File: src/sv/twkb_pkg.sv
// ----------------------------------------------------------------------------
// twkb_pkg
// Shared types, codes and constants of the vertex delta varint encoder.
// ----------------------------------------------------------------------------
package twkb_pkg;

  localparam int MAX_DIMS_DEF   = 4;
  localparam int COUNT_BITS_DEF = 16;
  localparam int COORD_W        = 64;
  localparam int VAL_W          = 56;
  localparam int DELTA_W        = 57;
  localparam int ZIG_W          = 58;
  localparam int CFG_IDX_W      = 3;
  localparam int CFG_DATA_W     = 4;

  // reciprocal of ten, exact for any 32-bit dividend with a shift of 35
  localparam logic [31:0] RECIP_TEN = 32'hCCCC_CCCD;
  localparam int          RECIP_SH  = 35;

  localparam logic signed [VAL_W-1:0] BOX_TOP    = {1'b0, {(VAL_W-1){1'b1}}};
  localparam logic signed [VAL_W-1:0] BOX_BOTTOM = {1'b1, {(VAL_W-1){1'b0}}};

  typedef enum logic [CFG_IDX_W-1:0] {
    CFG_DIM_COUNT = 3'd0,
    CFG_HAS_Z     = 3'd1,
    CFG_HAS_M     = 3'd2,
    CFG_PREC_XY   = 3'd3,
    CFG_PREC_Z    = 3'd4,
    CFG_PREC_M    = 3'd5,
    CFG_BOX_EN    = 3'd6
  } cfg_index_e;

  typedef enum logic [1:0] {
    KIND_BYTE  = 2'd0,
    KIND_COUNT = 2'd1,
    KIND_BOX   = 2'd2
  } out_kind_e;

  typedef enum logic [2:0] {
    L_IDLE, L_MUL, L_SUM, L_PRE, L_DIV, L_SIGN, L_DONE
  } lane_state_e;

  typedef enum logic [1:0] {
    M_IDLE, M_BYTES, M_COUNT, M_BOX
  } merge_state_e;

  typedef struct packed {
    logic idle;
    logic done;
  } lane_stat_t;

  typedef struct packed {
    logic        new_geometry;
    logic        new_array;
    logic [15:0] array_count;
    logic [2:0]  min_points;
    logic        last_point;
  } item_flags_t;

  function automatic logic [23:0] pow_ten(input logic [2:0] k);
    logic [23:0] r;
    case (k)
      3'd0:    r = 24'd1;
      3'd1:    r = 24'd10;
      3'd2:    r = 24'd100;
      3'd3:    r = 24'd1000;
      3'd4:    r = 24'd10000;
      3'd5:    r = 24'd100000;
      3'd6:    r = 24'd1000000;
      3'd7:    r = 24'd10000000;
      default: r = 24'd1;
    endcase
    return r;
  endfunction

endpackage

File: src/sv/twkb_scale_lane.sv
// ----------------------------------------------------------------------------
// twkb_scale_lane
// Scales one Q31.32 coordinate by a decimal power and rounds half away
// from zero; negative powers divide by ten once per cycle.
// ----------------------------------------------------------------------------
module twkb_scale_lane import twkb_pkg::*; (
  input  logic                    clk_i,
  input  logic                    rst_ni,
  input  logic                    start_i,
  input  logic [COORD_W-1:0]      raw_i,
  input  logic signed [3:0]       prec_i,
  input  logic                    take_i,
  output lane_stat_t              stat_o,
  output logic signed [VAL_W-1:0] scaled_o
);

  lane_state_e state_q, state_d;

  logic [COORD_W-1:0] mag_q;
  logic               neg_q;
  logic [2:0]         pow_q;
  logic [55:0]        hi_q, lo_q;
  logic [31:0]        t_q;
  logic [2:0]         cnt_q;
  logic [VAL_W-1:0]   q_q;
  logic [VAL_W-1:0]   res_q;

  logic [3:0]         neg_prec;
  logic [56:0]        lo_round;
  logic [COORD_W-1:0] pre_sum;
  logic [63:0]        div_prod;

  assign neg_prec = 4'(~prec_i + 4'd1);
  assign lo_round = {1'b0, lo_q} + 57'h0_8000_0000;
  assign pre_sum  = mag_q + ({40'd0, pow_ten(pow_q)} << 31);
  assign div_prod = {32'd0, t_q} * {32'd0, RECIP_TEN};

  always_comb begin
    state_d = state_q;
    case (state_q)
      L_IDLE: begin
        if (start_i) state_d = prec_i[3] ? L_PRE : L_MUL;
      end
      L_MUL:  state_d = L_SUM;
      L_SUM:  state_d = L_SIGN;
      L_PRE:  state_d = L_DIV;
      L_DIV: begin
        if (cnt_q == 3'd1) state_d = L_SIGN;
      end
      L_SIGN: state_d = L_DONE;
      L_DONE: begin
        if (take_i) state_d = L_IDLE;
      end
      default: state_d = L_IDLE;
    endcase
  end

  always_ff @(posedge clk_i or negedge rst_ni) begin
    if (!rst_ni) begin
      state_q <= L_IDLE;
    end else begin
      state_q <= state_d;
    end
  end

  always_ff @(posedge clk_i) begin
    case (state_q)
      L_IDLE: begin
        if (start_i) begin
          mag_q <= raw_i[COORD_W-1] ? (~raw_i + 64'd1) : raw_i;
          neg_q <= raw_i[COORD_W-1];
          pow_q <= prec_i[3] ? neg_prec[2:0] : prec_i[2:0];
        end
      end
      L_MUL: begin
        hi_q <= {24'd0, mag_q[63:32]} * {32'd0, pow_ten(pow_q)};
        lo_q <= {24'd0, mag_q[31:0]} * {32'd0, pow_ten(pow_q)};
      end
      L_SUM: q_q <= hi_q + 56'(lo_round >> 32);
      L_PRE: begin
        t_q   <= pre_sum[63:32];
        cnt_q <= pow_q;
      end
      L_DIV: begin
        t_q   <= 32'(div_prod >> RECIP_SH);
        q_q   <= 56'(div_prod >> RECIP_SH);
        cnt_q <= cnt_q - 3'd1;
      end
      L_SIGN: res_q <= neg_q ? (~q_q + 56'd1) : q_q;
      default: ;
    endcase
  end

  assign stat_o.idle = (state_q == L_IDLE);
  assign stat_o.done = (state_q == L_DONE);
  assign scaled_o    = res_q;

endmodule

File: config.mk
export PLATFORM = sky130hd
export DESIGN_NAME = twkb_scale_lane
export DESIGN_NICKNAME = d
export VERILOG_FILES = /design/src/sv/twkb_pkg.sv /design/src/sv/twkb_scale_lane.sv
export SDC_FILE = /design/constraint.sdc
export NUM_CORES = 2
export LEC_CHECK = 0
export ABC_AREA = 1
export BUFFER_PORTS_ARGS = -buffer_cell sky130_fd_sc_hd__buf_2
export CAP_MARGIN = 20
export CORE_MARGIN = 4
export CORE_UTILIZATION = 65
export DETAILED_ROUTE_END_ITERATION = 8
export GPL_TIMING_DRIVEN = 0
export PLACE_DENSITY = 0.87
export SKIP_CTS_REPAIR_TIMING = 1
export SYNTH_ARGS = -nofsm -noshare
export SYNTH_HDL_FRONTEND = slang
export SYNTH_SLANG_ARGS = --single-unit
File: constraint.sdc
create_clock -name clk_i -period 7 [get_ports clk_i]
set_input_delay 0 -clock clk_i [delete_from_list [all_inputs] [get_ports clk_i]]
set_output_delay 0 -clock clk_i [all_outputs]
set_load 0.03 [all_outputs]
==> report_table.html <==
<table>
<tr><th>Metric</th><th>Value</th></tr>
<tr><th colspan="2">Setup path</th></tr>
<tr><td>Critical-path maximum fanout</td><td>5</td></tr>
<tr><td>Required time worst endpoint</td><td>between 7000 and 8000 ps</td></tr>
<tr><td>Endpoint of the most critical register-to-register path</td><td>q_q[13]</td></tr>
<tr><td>Worst reg2reg path depth</td><td>23</td></tr>
<tr><td>Element type at the critical path start</td><td>register</td></tr>
<tr><td>Crit end category</td><td>register</td></tr>
<tr><td>Launch instance of the worst register-to-register path</td><td>t_q[29]</td></tr>
<tr><td>Arr. time, crit path</td><td>approximately 8000 ps</td></tr>
<tr><td>Setup Crit Path Kind</td><td>reg2reg</td></tr>
<tr><td>Register-to-register path setup slack</td><td>-590 ps</td></tr>
<tr><th colspan="2">Yosys</th></tr>
<tr><td>Most frequently used flop master after synthesis</td><td>edfxtp_1</td></tr>
<tr><td>Flops &amp; latches, synth</td><td>~320</td></tr>
<tr><td>Synthesized instance count</td><td>between 10000 and 15000</td></tr>
<tr><td>Proportion of register bits with asynchronous set or reset after synthesis</td><td>0.952%</td></tr>
<tr><td>Count of cell types in the netlist</td><td>60</td></tr>
<tr><td>Number of synthesized flops with an enable pin</td><td>296</td></tr>
<tr><td>Syn Area/Cell</td><td>~8 um^2</td></tr>
<tr><td>Sequential area share after synthesis</td><td>11.0%</td></tr>
<tr><td>Synthesis Warnings</td><td>0</td></tr>
<tr><td>Syn Nets</td><td>~13000</td></tr>
<tr><td>Netlist Area Pre-Place</td><td>roughly 84000 um^2</td></tr>
<tr><th colspan="2">Drt</th></tr>
<tr><td>WL final</td><td>approximately 350 mm</td></tr>
<tr><td>Vias after detailed routing</td><td>78000</td></tr>
<tr><td>Routed Antenna Nets</td><td>0</td></tr>
<tr><td>Detailed-route DRC error count</td><td>2</td></tr>
<tr><td>Drt initial violations</td><td>about 11000</td></tr>
<tr><td>Mean number of vias per cell</td><td>between 6 and 7</td></tr>
<tr><td>Detailed-routing iteration count for the pre-antenna-repair pass</td><td>9</td></tr>
<tr><td>Routed wire length per instance</td><td>~27 um</td></tr>
<tr><th colspan="2">Floorplanning</th></tr>
<tr><td>Initial standard-cell utilization of the core</td><td>65.8%</td></tr>
<tr><td>Die area</td><td>about 140000 um^2</td></tr>
<tr><td>Number of I/O pins</td><td>130</td></tr>
<tr><td>Chip height</td><td>approximately 370 um</td></tr>
<tr><td>Rows</td><td>approximately 130</td></tr>
<tr><td>Core footprint</td><td>between 100000 and 150000 um^2</td></tr>
<tr><td>Die Span X</td><td>368 um</td></tr>
<tr><th colspan="2">Layout</th></tr>
<tr><td>Fill cells</td><td>slightly below 10000</td></tr>
<tr><td>Post-layout instance area</td><td>between 90000 and 100000 um^2</td></tr>
<tr><td>Number of nets in the finished design</td><td>between 10000 and 15000</td></tr>
<tr><td>Share of layout cells above drive strength 1</td><td>under 10%</td></tr>
<tr><td>Synthesis-to-layout area growth</td><td>11.2%</td></tr>
<tr><td>Most common library cell in the layout ignoring fill and taps</td><td>inv_1</td></tr>
<tr><td>Commonest non-fill, non-tap cells in the layout</td><td>3308 x inv_1, 2293 x nand2_1, 1482 x fa_1</td></tr>
<tr><th colspan="2">STA</th></tr>
<tr><td>Max-slew headroom</td><td>~22%</td></tr>
<tr><td>RSZ-0062 raised after global routing</td><td>yes</td></tr>
<tr><td>Period minus WS final</td><td>approximately 7600 ps</td></tr>
<tr><td>Least setup slack across all paths after layout</td><td>-589 ps</td></tr>
<tr><td>Clock skew</td><td>~50 ps</td></tr>
<tr><td>Setup-violating endpoint count in the final report</td><td>58</td></tr>
<tr><td>Final Hold Fails</td><td>0</td></tr>
<tr><td>Slew of the pin with the lowest slew margin</td><td>about 1200 ps</td></tr>
<tr><td>Max frequency</td><td>132 MHz</td></tr>
<tr><td>Final cycle utilization of the critical path</td><td>108%</td></tr>
<tr><td>Final-report max-slew violation count</td><td>0</td></tr>
<tr><th colspan="2">Min path</th></tr>
<tr><td>Hold Path Sink</td><td>pow_q[0]</td></tr>
<tr><td>Min-Delay Path Class</td><td>in2reg</td></tr>
<tr><td>Launch point of the worst hold path</td><td>prec_i[0]</td></tr>
<tr><td>Hold Path Cell Cnt</td><td>2</td></tr>
<tr><th colspan="2">Flow run</th></tr>
<tr><td>Max_cap viols</td><td>0</td></tr>
<tr><th colspan="2">Clock network</th></tr>
<tr><td>Worst-path clk slew</td><td>roughly 60 ps</td></tr>
<tr><td>CTS Buf Count</td><td>38</td></tr>
<tr><td>Number of clock sinks</td><td>roughly 320</td></tr>
<tr><td>CTS tree</td><td>built</td></tr>
<tr><td>Root buffer cell</td><td>clkbuf_16</td></tr>
<tr><td>Maximum count of clock buffers along a single path</td><td>3</td></tr>
<tr><td>H-tree depth</td><td>2</td></tr>
<tr><td>Clock latency at the later pin of the worst-skew pair</td><td>640 ps</td></tr>
<tr><th colspan="2">Placed design</th></tr>
<tr><td>Detailed Place HPWL</td><td>282 mm</td></tr>
<tr><td>Count of input and output buffers</td><td>~130</td></tr>
<tr><td>Area of placed instances</td><td>roughly 88000 um^2</td></tr>
<tr><td>Weighted congestion at the end of routability-driven global placement</td><td>approximately 1.1</td></tr>
<tr><th colspan="2">GRT</th></tr>
<tr><td>GR Util All Layers</td><td>about half</td></tr>
<tr><td>Antenna violations before repair</td><td>21</td></tr>
<tr><td>Pin count of the biggest net entering global routing</td><td>43</td></tr>
<tr><td>Vias in the first global route</td><td>around 79000</td></tr>
<tr><td>Overall overflow remaining after global route</td><td>0</td></tr>
<tr><td>Global-route wire length before repair</td><td>between 400 and 500 mm</td></tr>
<tr><th colspan="2">Status</th></tr>
<tr><td>Violations in the final reports</td><td>DRC, setup timing</td></tr>
<tr><td>Result of the run</td><td>complete, but fails checks</td></tr>
</table>
## worst max-delay path, stage by stage (launching register included)
cell and delay [ps]:
edfxtp_1 630, ha_2 460, ha_1 420, inv_1 80
fa_1 460, inv_1 350, fa_1 550, fa_1 730
fa_1 500, fa_1 630, inv_1 100, fa_1 520
inv_1 80, ha_4 260, a21oi_1 240, inv_1 60
nor2_1 200, nor2_1 60, nor2_1 80, nand2_1 140
a21oi_1 250, nand3_1 120, nand3_1 230, nand2_1 130
## stage by stage
stage / setup TNS [ps] / hold WS [ps] / setup slack [ps] / cells / utilization, %
finish: -18670 / 198 / -589 / 13000 / 73.1
global route: -27740 / 205 / -546 / 13000 / 73.1
CTS: -90430 / -842 / -1330 / 12700 / 69.4
detailed placement: -88690 / -197 / -1320 / 12700 / 68.4
global placement: -107560 / -201 / -1530 / 12600 / 67.9
floorplan: 0 / -296 / 834 / 10800 / -
## cell usage after synthesis (10+ instances only)
| library cell | count | share of area [%] |
|---|---|---|
| inv_2 | 14 | 0.062 |
| nor2_1 | 628 | 2.8 |
| fa_1 | 1518 | 36 |
| nand3_2 | 10 | 0.12 |
| nor3_1 | 79 | 0.47 |
| nand2_1 | 2342 | 10 |
| ha_1 | 863 | 13 |
| o21ai_1 | 19 | 0.11 |
| o21ai_0 | 227 | 1.3 |
| nand3_1 | 320 | 1.9 |
| nand4_1 | 78 | 0.58 |
| xor2_1 | 167 | 1.7 |
| nor2_2 | 12 | 0.089 |
| a31oi_1 | 14 | 0.10 |
| nor4_1 | 32 | 0.24 |
| xnor2_1 | 57 | 0.59 |
| clkbuf_1 | 229 | 1.0 |
| a21o_1 | 22 | 0.20 |
| o21bai_1 | 33 | 0.29 |
| buf_1 | 13 | 0.058 |
| dfxtp_1 | 16 | 0.38 |
| edfxtp_1 | 296 | 11 |
| a21oi_1 | 336 | 2.0 |
| nand3b_1 | 15 | 0.13 |
| inv_1 | 3319 | 15 |
| o21a_1 | 20 | 0.18 |
| or2_2 | 15 | 0.11 |
## cells by family after synthesis
logic type	synth area share, %
buffers and inverters	16.0
AND/OR/NAND/NOR	17.3
adder cells (fa/ha/maj)	48.8
AO/OA/AOI/OAI	4.61
flip-flops	11.0
XOR/XNOR	2.32
## layer usage
| metal | track usage, % | wire length (um) | part of all wire (%) |
|---|---|---|---|
| met1 | 54.3 | 107000 | 31 |
| met2 | 75.3 | 147000 | 42 |
| met3 | 16.5 | 47900 | 14 |
| met4 | 49.2 | 47600 | 14 |
| met5 | 0 | 96 | 0.027 |
## state kept, by name, indices dropped and copies added (netlist names), named ones only
| name | cells |
|---|---|
| cnt_q | 3 |
| hi_q | 56 |
| lo_q | 25 |
| mag_q | 64 |
| neg_q | 1 |
| pow_q | 3 |
| q_q | 56 |
| scaled_o | 56 |
| state_q | 3 |
| t_q | 32 |
## final cells by class
cell class | count | area (um^2) | share of cell area [%]
plain buffers | 217 | 1570 | 1.67
multi-input cells | 6885 | 63200 | 67.3
diodes | 17 | 42.5 | 0.0453
inverters | 3334 | 12500 | 13.3
repair buffers | 424 | 3760 | 4.00
clock inverters | 29 | 335 | 0.357
clock buffers | 41 | 962 | 1.03
well taps | 1729 | 2160 | 2.31
flip-flops and latches | 315 | 9300 | 9.91
## worst max path at each step
stage / startpoint / end / slack (ps)
global route: t_q[29] / q_q[17] / -550
CTS: register / lo_q[52] / -1330
finish: t_q[29] / q_q[13] / -590
detailed placement: register / lo_q[52] / -1320
floorplan: t_q[20] / q_q[17] / 830
global placement: register / hi_q[54] / -1530
Power is not shown: default switching activity piles up to over one toggle a cycle in this logic, so the estimate is an artifact.
