<file path="src/sv/twkb_pkg.sv">
// ----------------------------------------------------------------------------
// twkb_pkg
// Shared types, codes and constants of the vertex delta varint encoder.
// ----------------------------------------------------------------------------
package twkb_pkg;

  localparam int MAX_DIMS_DEF   = 4;
  localparam int COUNT_BITS_DEF = 16;
  localparam int COORD_W        = 64;
  localparam int VAL_W          = 56;
  localparam int DELTA_W        = 57;
  localparam int ZIG_W          = 58;
  localparam int CFG_IDX_W      = 3;
  localparam int CFG_DATA_W     = 4;

  // reciprocal of ten, exact for any 32-bit dividend with a shift of 35
  localparam logic [31:0] RECIP_TEN = 32'hCCCC_CCCD;
  localparam int          RECIP_SH  = 35;

  localparam logic signed [VAL_W-1:0] BOX_TOP    = {1'b0, {(VAL_W-1){1'b1}}};
  localparam logic signed [VAL_W-1:0] BOX_BOTTOM = {1'b1, {(VAL_W-1){1'b0}}};

  typedef enum logic [CFG_IDX_W-1:0] {
    CFG_DIM_COUNT = 3'd0,
    CFG_HAS_Z     = 3'd1,
    CFG_HAS_M     = 3'd2,
    CFG_PREC_XY   = 3'd3,
    CFG_PREC_Z    = 3'd4,
    CFG_PREC_M    = 3'd5,
    CFG_BOX_EN    = 3'd6
  } cfg_index_e;

  typedef enum logic [1:0] {
    KIND_BYTE  = 2'd0,
    KIND_COUNT = 2'd1,
    KIND_BOX   = 2'd2
  } out_kind_e;

  typedef enum logic [2:0] {
    L_IDLE, L_MUL, L_SUM, L_PRE, L_DIV, L_SIGN, L_DONE
  } lane_state_e;

  typedef enum logic [1:0] {
    M_IDLE, M_BYTES, M_COUNT, M_BOX
  } merge_state_e;

  typedef struct packed {
    logic idle;
    logic done;
  } lane_stat_t;

  typedef struct packed {
    logic        new_geometry;
    logic        new_array;
    logic [15:0] array_count;
    logic [2:0]  min_points;
    logic        last_point;
  } item_flags_t;

  function automatic logic [23:0] pow_ten(input logic [2:0] k);
    logic [23:0] r;
    case (k)
      3'd0:    r = 24'd1;
      3'd1:    r = 24'd10;
      3'd2:    r = 24'd100;
      3'd3:    r = 24'd1000;
      3'd4:    r = 24'd10000;
      3'd5:    r = 24'd100000;
      3'd6:    r = 24'd1000000;
      3'd7:    r = 24'd10000000;
      default: r = 24'd1;
    endcase
    return r;
  endfunction

endpackage

</file>
<file path="src/sv/twkb_merge.sv">
// ----------------------------------------------------------------------------
// twkb_merge
// Forms deltas from the lane results, drops repeated vertices, keeps the
// accumulators and box, and serializes zigzag varint bytes and summaries.
// ----------------------------------------------------------------------------
module twkb_merge import twkb_pkg::*; #(
  parameter int MAX_DIMS   = MAX_DIMS_DEF,
  parameter int COUNT_BITS = COUNT_BITS_DEF
) (
  input  logic                    clk_i,
  input  logic                    rst_ni,
  input  logic                    lanes_done_i,
  input  logic signed [VAL_W-1:0] scaled_i [MAX_DIMS],
  input  item_flags_t             flags_i,
  input  logic [2:0]              dim_count_i,
  input  logic                    box_enable_i,
  output logic                    take_o,
  output logic                    out_valid_o,
  input  logic                    out_ready_i,
  output logic [1:0]              kind_o,
  output logic [7:0]              data_byte_o,
  output logic [15:0]             kept_count_o,
  output logic [1:0]              dim_index_o,
  output logic signed [VAL_W-1:0] box_low_o,
  output logic signed [VAL_W-1:0] box_high_o,
  output logic                    final_res_o
);

  localparam int DIM_W = (MAX_DIMS > 1) ? $clog2(MAX_DIMS) : 1;

  merge_state_e state_q, state_d;

  logic signed [VAL_W-1:0] acc_q [MAX_DIMS];
  logic signed [VAL_W-1:0] bmin_q [MAX_DIMS];
  logic signed [VAL_W-1:0] bmax_q [MAX_DIMS];
  logic [COUNT_BITS-1:0]   rem_q, kept_q;
  logic [2:0]              floor_q;
  logic                    first_q;
  logic                    last_q;
  logic [ZIG_W-1:0]        zig_q [MAX_DIMS];
  logic [ZIG_W-1:0]        sh_q;
  logic [DIM_W-1:0]        dim_q;

  logic                    out_valid_q;
  out_kind_e               kind_q;
  logic [7:0]              byte_q;
  logic [15:0]             cnt_q;
  logic [1:0]              didx_q;
  logic signed [VAL_W-1:0] lo_q, hi_q;
  logic                    fin_q;

  logic signed [VAL_W-1:0]   acc_eff [MAX_DIMS];
  logic signed [VAL_W-1:0]   bmin_eff [MAX_DIMS];
  logic signed [VAL_W-1:0]   bmax_eff [MAX_DIMS];
  logic signed [DELTA_W-1:0] delta [MAX_DIMS];
  logic [ZIG_W-1:0]          zig [MAX_DIMS];
  logic                      in_use [MAX_DIMS];
  logic                      all_zero;
  logic [COUNT_BITS-1:0]     rem_eff, kept_eff;
  logic [2:0]                floor_eff;
  logic                      first_eff;
  logic                      drop;
  logic                      adv;
  logic                      last_dim;
  logic                      more_bytes;

  logic                      emit;
  out_kind_e                 e_kind;
  logic [7:0]                e_byte;
  logic                      e_final;

  assign take_o     = lanes_done_i && (state_q == M_IDLE);
  assign adv        = !out_valid_q || out_ready_i;
  assign last_dim   = (3'(dim_q) == (dim_count_i - 3'd1));
  assign more_bytes = |sh_q[ZIG_W-1:7];

  always_comb begin
    all_zero = 1'b1;
    for (int j = 0; j < MAX_DIMS; j++) begin
      in_use[j]   = (3'(j) < dim_count_i);
      acc_eff[j]  = flags_i.new_geometry ? '0 : acc_q[j];
      bmin_eff[j] = flags_i.new_geometry ? BOX_TOP : bmin_q[j];
      bmax_eff[j] = flags_i.new_geometry ? BOX_BOTTOM : bmax_q[j];
      delta[j]    = {scaled_i[j][VAL_W-1], scaled_i[j]} - {acc_eff[j][VAL_W-1], acc_eff[j]};
      zig[j]      = {delta[j], 1'b0} ^ {ZIG_W{delta[j][DELTA_W-1]}};
      if (in_use[j] && (delta[j] != '0)) all_zero = 1'b0;
    end
    rem_eff   = flags_i.new_array ? COUNT_BITS'(flags_i.array_count) : rem_q;
    kept_eff  = flags_i.new_array ? '0 : kept_q;
    floor_eff = flags_i.new_array ? flags_i.min_points : floor_q;
    first_eff = flags_i.new_array ? 1'b1 : first_q;
    drop      = !first_eff && all_zero && (rem_eff > COUNT_BITS'(floor_eff));
  end

  always_comb begin
    state_d = state_q;
    emit    = 1'b0;
    e_kind  = KIND_BYTE;
    e_byte  = '0;
    e_final = 1'b0;
    case (state_q)
      M_IDLE: begin
        if (take_o) begin
          if (!drop) state_d = M_BYTES;
          else if (flags_i.last_point) state_d = M_COUNT;
        end
      end
      M_BYTES: begin
        emit    = 1'b1;
        e_byte  = more_bytes ? {1'b1, sh_q[6:0]} : sh_q[7:0];
        e_final = !more_bytes && last_dim && !last_q;
        if (adv && !more_bytes && last_dim) state_d = last_q ? M_COUNT : M_IDLE;
      end
      M_COUNT: begin
        emit    = 1'b1;
        e_kind  = KIND_COUNT;
        e_final = !box_enable_i;
        if (adv) state_d = box_enable_i ? M_BOX : M_IDLE;
      end
      M_BOX: begin
        emit    = 1'b1;
        e_kind  = KIND_BOX;
        e_final = last_dim;
        if (adv && last_dim) state_d = M_IDLE;
      end
      default: state_d = M_IDLE;
    endcase
  end

  always_ff @(posedge clk_i or negedge rst_ni) begin
    if (!rst_ni) begin
      state_q     <= M_IDLE;
      rem_q       <= '0;
      kept_q      <= '0;
      floor_q     <= 3'd1;
      first_q     <= 1'b1;
      out_valid_q <= 1'b0;
      for (int j = 0; j < MAX_DIMS; j++) begin
        acc_q[j]  <= '0;
        bmin_q[j] <= BOX_TOP;
        bmax_q[j] <= BOX_BOTTOM;
      end
    end else begin
      state_q <= state_d;
      if (adv) out_valid_q <= emit;
      if (take_o) begin
        floor_q <= floor_eff;
        if (drop) begin
          rem_q   <= rem_eff - 1'b1;
          kept_q  <= kept_eff;
          first_q <= first_eff;
        end else begin
          rem_q   <= rem_eff;
          kept_q  <= kept_eff + 1'b1;
          first_q <= 1'b0;
        end
        for (int j = 0; j < MAX_DIMS; j++) begin
          acc_q[j]  <= acc_eff[j];
          bmin_q[j] <= bmin_eff[j];
          bmax_q[j] <= bmax_eff[j];
          if (!drop && in_use[j]) begin
            acc_q[j] <= scaled_i[j];
            if (box_enable_i) begin
              if (scaled_i[j] < bmin_eff[j]) bmin_q[j] <= scaled_i[j];
              if (scaled_i[j] > bmax_eff[j]) bmax_q[j] <= scaled_i[j];
            end
          end
        end
      end
    end
  end

  always_ff @(posedge clk_i) begin
    if (take_o) begin
      last_q <= flags_i.last_point;
      dim_q  <= '0;
      sh_q   <= zig[0];
      for (int j = 0; j < MAX_DIMS; j++) zig_q[j] <= zig[j];
    end else if (adv) begin
      case (state_q)
        M_BYTES: begin
          if (more_bytes) begin
            sh_q <= sh_q >> 7;
          end else if (!last_dim) begin
            dim_q <= DIM_W'(dim_q + 1'b1);
            sh_q  <= zig_q[DIM_W'(dim_q + 1'b1)];
          end else begin
            dim_q <= '0;
          end
        end
        M_COUNT: dim_q <= '0;
        M_BOX:   dim_q <= DIM_W'(dim_q + 1'b1);
        default: ;
      endcase
    end
    if (adv && emit) begin
      kind_q <= e_kind;
      byte_q <= e_byte;
      cnt_q  <= (e_kind == KIND_COUNT) ? 16'(kept_q) : '0;
      didx_q <= (e_kind == KIND_BOX) ? 2'(dim_q) : '0;
      lo_q   <= (e_kind == KIND_BOX) ? bmin_q[dim_q] : '0;
      hi_q   <= (e_kind == KIND_BOX) ? bmax_q[dim_q] : '0;
      fin_q  <= e_final;
    end
  end

  assign out_valid_o  = out_valid_q;
  assign kind_o       = kind_q;
  assign data_byte_o  = byte_q;
  assign kept_count_o = cnt_q;
  assign dim_index_o  = didx_q;
  assign box_low_o    = lo_q;
  assign box_high_o   = hi_q;
  assign final_res_o  = fin_q;

endmodule

</file>
<file path="config.mk">
export PLATFORM = sky130hd
export DESIGN_NAME = twkb_merge
export DESIGN_NICKNAME = d
export VERILOG_FILES = /design/src/sv/twkb_pkg.sv /design/src/sv/twkb_merge.sv
export SDC_FILE = /design/constraint.sdc
export NUM_CORES = 2
export LEC_CHECK = 0
export BUFFER_PORTS_ARGS = -buffer_cell sky130_fd_sc_hd__buf_2
export CORE_ASPECT_RATIO = 1.25
export CORE_MARGIN = 2
export CORE_UTILIZATION = 60
export DETAILED_ROUTE_END_ITERATION = 10
export PLACE_DENSITY = 0.8
export SYNTH_ARGS = -nofsm -noshare
export SYNTH_HDL_FRONTEND = slang
export SYNTH_SLANG_ARGS = --single-unit
export TNS_END_PERCENT = 30
</file>
<file path="constraint.sdc">
create_clock -name clk_i -period 20.7 [get_ports clk_i]
set_clock_uncertainty 0.2 [all_clocks]
set_input_delay 4.14 -clock clk_i [delete_from_list [all_inputs] [get_ports clk_i]]
set_output_delay 4.14 -clock clk_i [all_outputs]
set_load 0.02 [all_outputs]
</file>
==> summary.md <==
| Metric | Value |
|---|---|
| Worst slew pin tran | `1.42 ns` |
| Final hold slack | `0.292 ns` |
| Fmax | `0.0796 GHz` |
| Hold_sp | `first_q` |
| Post-synthesis cell type count | `91` |
| Total GRT Usage | `0.439` |
| Fillers | `between 10000 and 15000` |
| Synth Cell Area | `between 80000 and 90000 µm²` |
| Flop-to-flop setup slack | `12.13 ns` |
| Initial Util | `0.604` |
| Final net count | `9250` |
| Top-count cell post-synth | `nand2b_1` |
| Yosys top cell by area | `edfxtp_1` |
| Slew Limit Fails | `0` |
| Share of async-settable or async-resettable flops after synthesis | `0.624` |
| Worst Hold Path EP | `first_q` |
| CP Launch Type | `input port` |
| Post-synthesis adder-cell area fraction | `0.108` |
| 1st-iter DRT viols | `8507` |
| Cts repair resizes | `0` |
| Gpl congestion | `1.08` |
| Ys flop type | `dfrtp_1` |
| Placed cell area | `83800 µm²` |
| Final setup fails | `0` |
| CTS Hold Buffers Added | `0` |
| Rel. slew slack | `0.0441` |
| Drt first pass iters | `8` |
| Worst skew pair latency | `0.80 ns` |
| Placement Setup Slack | `7.63 ns` |
| Gate power share | `0.434` |
| Area grow syn2layout | `9.36%` |
| Critical path required time | `around 21 ns` |
| Area of the core | `between 100000 and 150000 µm²` |
| Area occupied by registers | `30900 µm²` |
| Sink Count | `1140` |
| Final setup margin | `slightly above 8 ns` |
| Crit path DAT | `13.08 ns` |
| Hold Path Depth | `1` |
| Clock Root Buffer | `clkbuf_16` |
| Commonest cells post-synth | `nand2b_1 (728), ha_1 (691), nand2_1 (604)` |
| Row cnt | `150` |
| Crit. End Element | `flop` |
| R2R Path End | `bmin_q[11]` |
| Status | `completed` |
| Reg-to-Reg Start | `acc_q[57]` |
| Psw | `4.71 mW` |
| Crit Path Class | `in2reg` |
| GR peak layer | `met2` |
| Share of cells above drive strength 1 | `0.153` |
| Area of the multi-input gates | `46900 µm²` |
| Peak supply drop | `0.0880 mV` |
| Final cell count without fillers | `10200` |
| Hold Crit Class | `reg2reg` |
| CTS tree | `done` |
| Clk pin slew, worst setup/hold paths | `0.06 ns` |
| Grt met2 use | `0.667` |
| Xor and xnor area share after synthesis | `0.0420` |
| FF+latch count, synth | `1140` |
| Reg power frac | `0.360` |
| Syn_area_per_cell | `9.90 µm²` |
| # H-tree levels | `3` |
| Int Pwr | `6.69 mW` |
| Vias in the first global route | `66900` |
| R2R cell count | `19` |
| Pin count of the biggest net entering global routing | `216` |
| Switching share of power | `0.413` |
| Final worst path period share | `0.607` |
| # DRC | `0` |
| Share of the synthesized area in the top cell type | `0.159` |
| Number of antenna violations at the first check in global routing | `52` |
| Leakage | `between 30 and 40 nW` |
| Die Ht | `414 µm` |
| Worst Path Max Fanout | `158` |
| Syn Nets | `9090` |
| Minimum clock period | `12.57 ns` |
| # Max-Cap Violations | `0` |
| Fin. Hold Viols | `0` |
| Die X | `332 µm` |
| WL per Instance | `30.2 µm` |
| Final Cell Area | `88100 µm²` |
| Via count | `about 70000` |
| Vias/cell | `6.76` |
| Die Area | `137000 µm²` |
| Mux contribution to synthesized area | `0.102` |
| GRT met1 Usage | `0.558` |
| Clk network pwr share | `0.206` |
| GR Overflow Total | `0` |
| First-pass GRT wire length | `442 mm` |
| CTS buffer count | `between 100 and 150` |
| # port buffers | `slightly below 400` |
| # Post-CTS Setup Buffers | `0` |
| EDFF count, synth | `roughly 430` |
| Ports | `~400` |
| Combinational family with the most area after synthesis | `simple AND/OR/NAND/NOR gates` |
| Cells after DPL | `9927` |
| M3 GR Usage | `0.121` |
| Synth Area in Simple Gates | `0.186` |
| Clock buffer depth | `3` |
| Area contributors post-synth | `edfxtp_1 (16%), dfrtp_1 (15%), ha_1 (11%)` |
| Post-route ant nets | `0` |
| Sequential share of the synthesized area | `0.384` |
| PD cells | `129 nW/µm²` |
| Mapped Cells | `8141` |
| RSZ-0062 raised after global routing | `false` |
| Dpl hpwl | `236 mm` |
| WL final | `308 mm` |
| Synth Area in Compound Gates | `0.141` |
| Post-route setup TNS | `0 ns` |
| Synth warn | `0` |
worst max-delay path, stage by stage:
cell and delay, ns:
buf_8 0.54, buf_12 0.52, nand2b_1 0.19, ha_1 0.28
nand4_1 0.25, nor3_1 0.53, nand2_1 0.18, a311oi_1 1.03
nor2_1 0.16, o21ai_0 0.72, xnor2_1 0.25, nand4_1 0.11
or4_1 0.49, nor4_1 0.65, o22ai_1 0.36, nor3_4 0.19
buf_4 0.48, nor2_2 0.31, nand2_2 0.46, buf_4 0.63
o22a_1 0.27
per-layer routing:
layer,routed length [µm],vias to the layer above
met5,102,-
met4,21100,14
met3,36900,891
met2,135000,3895
met1,115000,34100
li1,-,30000
flip-flops by register name, summed over array words and instances, names as in the netlist, 3 cells and up:
register      flops
sh_q             57
bmax_q          224
box_low_o        56
kept_q           16
floor_q           3
rem_q            16
kept_count_o     16
acc_q           224
data_byte_o       8
bmin_q          224
box_high_o       56
zig_q           228
cell families after synthesis:
group,after synthesis
AO/OA/AOI/OAI,1753
AND/OR/NAND/NOR,2831
flip-flops,1140
XOR/XNOR,386
buffers and inverters,745
adder cells (fa/ha/maj),695
multiplexers,591
final cells by class:
class / count / share of cell area
Multi-Input combinational cell: 6256 / 0.532
Inverter: 304 / 0.0130
Timing Repair Buffer: 479 / 0.0301
Clock buffer: 162 / 0.0397
Antenna cell: 31 / 0.000880
Sequential cell: 1140 / 0.351
Clock inverter: 68 / 0.00849
Tap cell: 1748 / 0.0248
power groups by stage:
stage | Sequential, mW | Combinational [mW] | Clock (mW)
2_1_floorplan | 3.88 | 3.21 | 0
4_1_cts | 4.05 | 4.84 | 2.35
6_report | 4.10 | 4.95 | 2.35
5_1_grt | 4.15 | 5.28 | 2.44
3_5_place_dp | 4.08 | 4.80 | 0
3_3_place_gp | 4.05 | 4.67 | 0
layout by cell type, fill, tap and decap left out, drive strengths merged, types with 160 or more instances in the layout:
master	n
buf	479
nand4	211
xor2	160
dfrtp	485
clkbuf	162
ha	691
nor2	460
a21oi	506
inv	311
nand2b	728
mux4	169
xnor2	226
o21ai	429
mux2	174
edfxtp	427
a22o	168
dfstp	226
mux2i	248
nand2	604
and2	171
metrics by stage:
stage,total power [mW],utilization
final,11.4,0.660
after detailed placement,8.88,0.628
after global placement,8.72,0.628
after CTS,11.2,0.660
after global routing,11.9,0.660
after floorplan,7.10,-
how the worst max path moves through the flow:
stage,startpoint,end,cells after the start
floorplan,lanes_done_i,take_o,5
global placement,flags_i[21],bmin_q[0],21
detailed placement,flags_i[21],bmin_q[127],22
CTS,flags_i[21],bmin_q[127],22
global route,flags_i[21],bmax_q[128],22
finish,flags_i[21],bmin_q[11],21
Power figures use the tool's default switching activity.
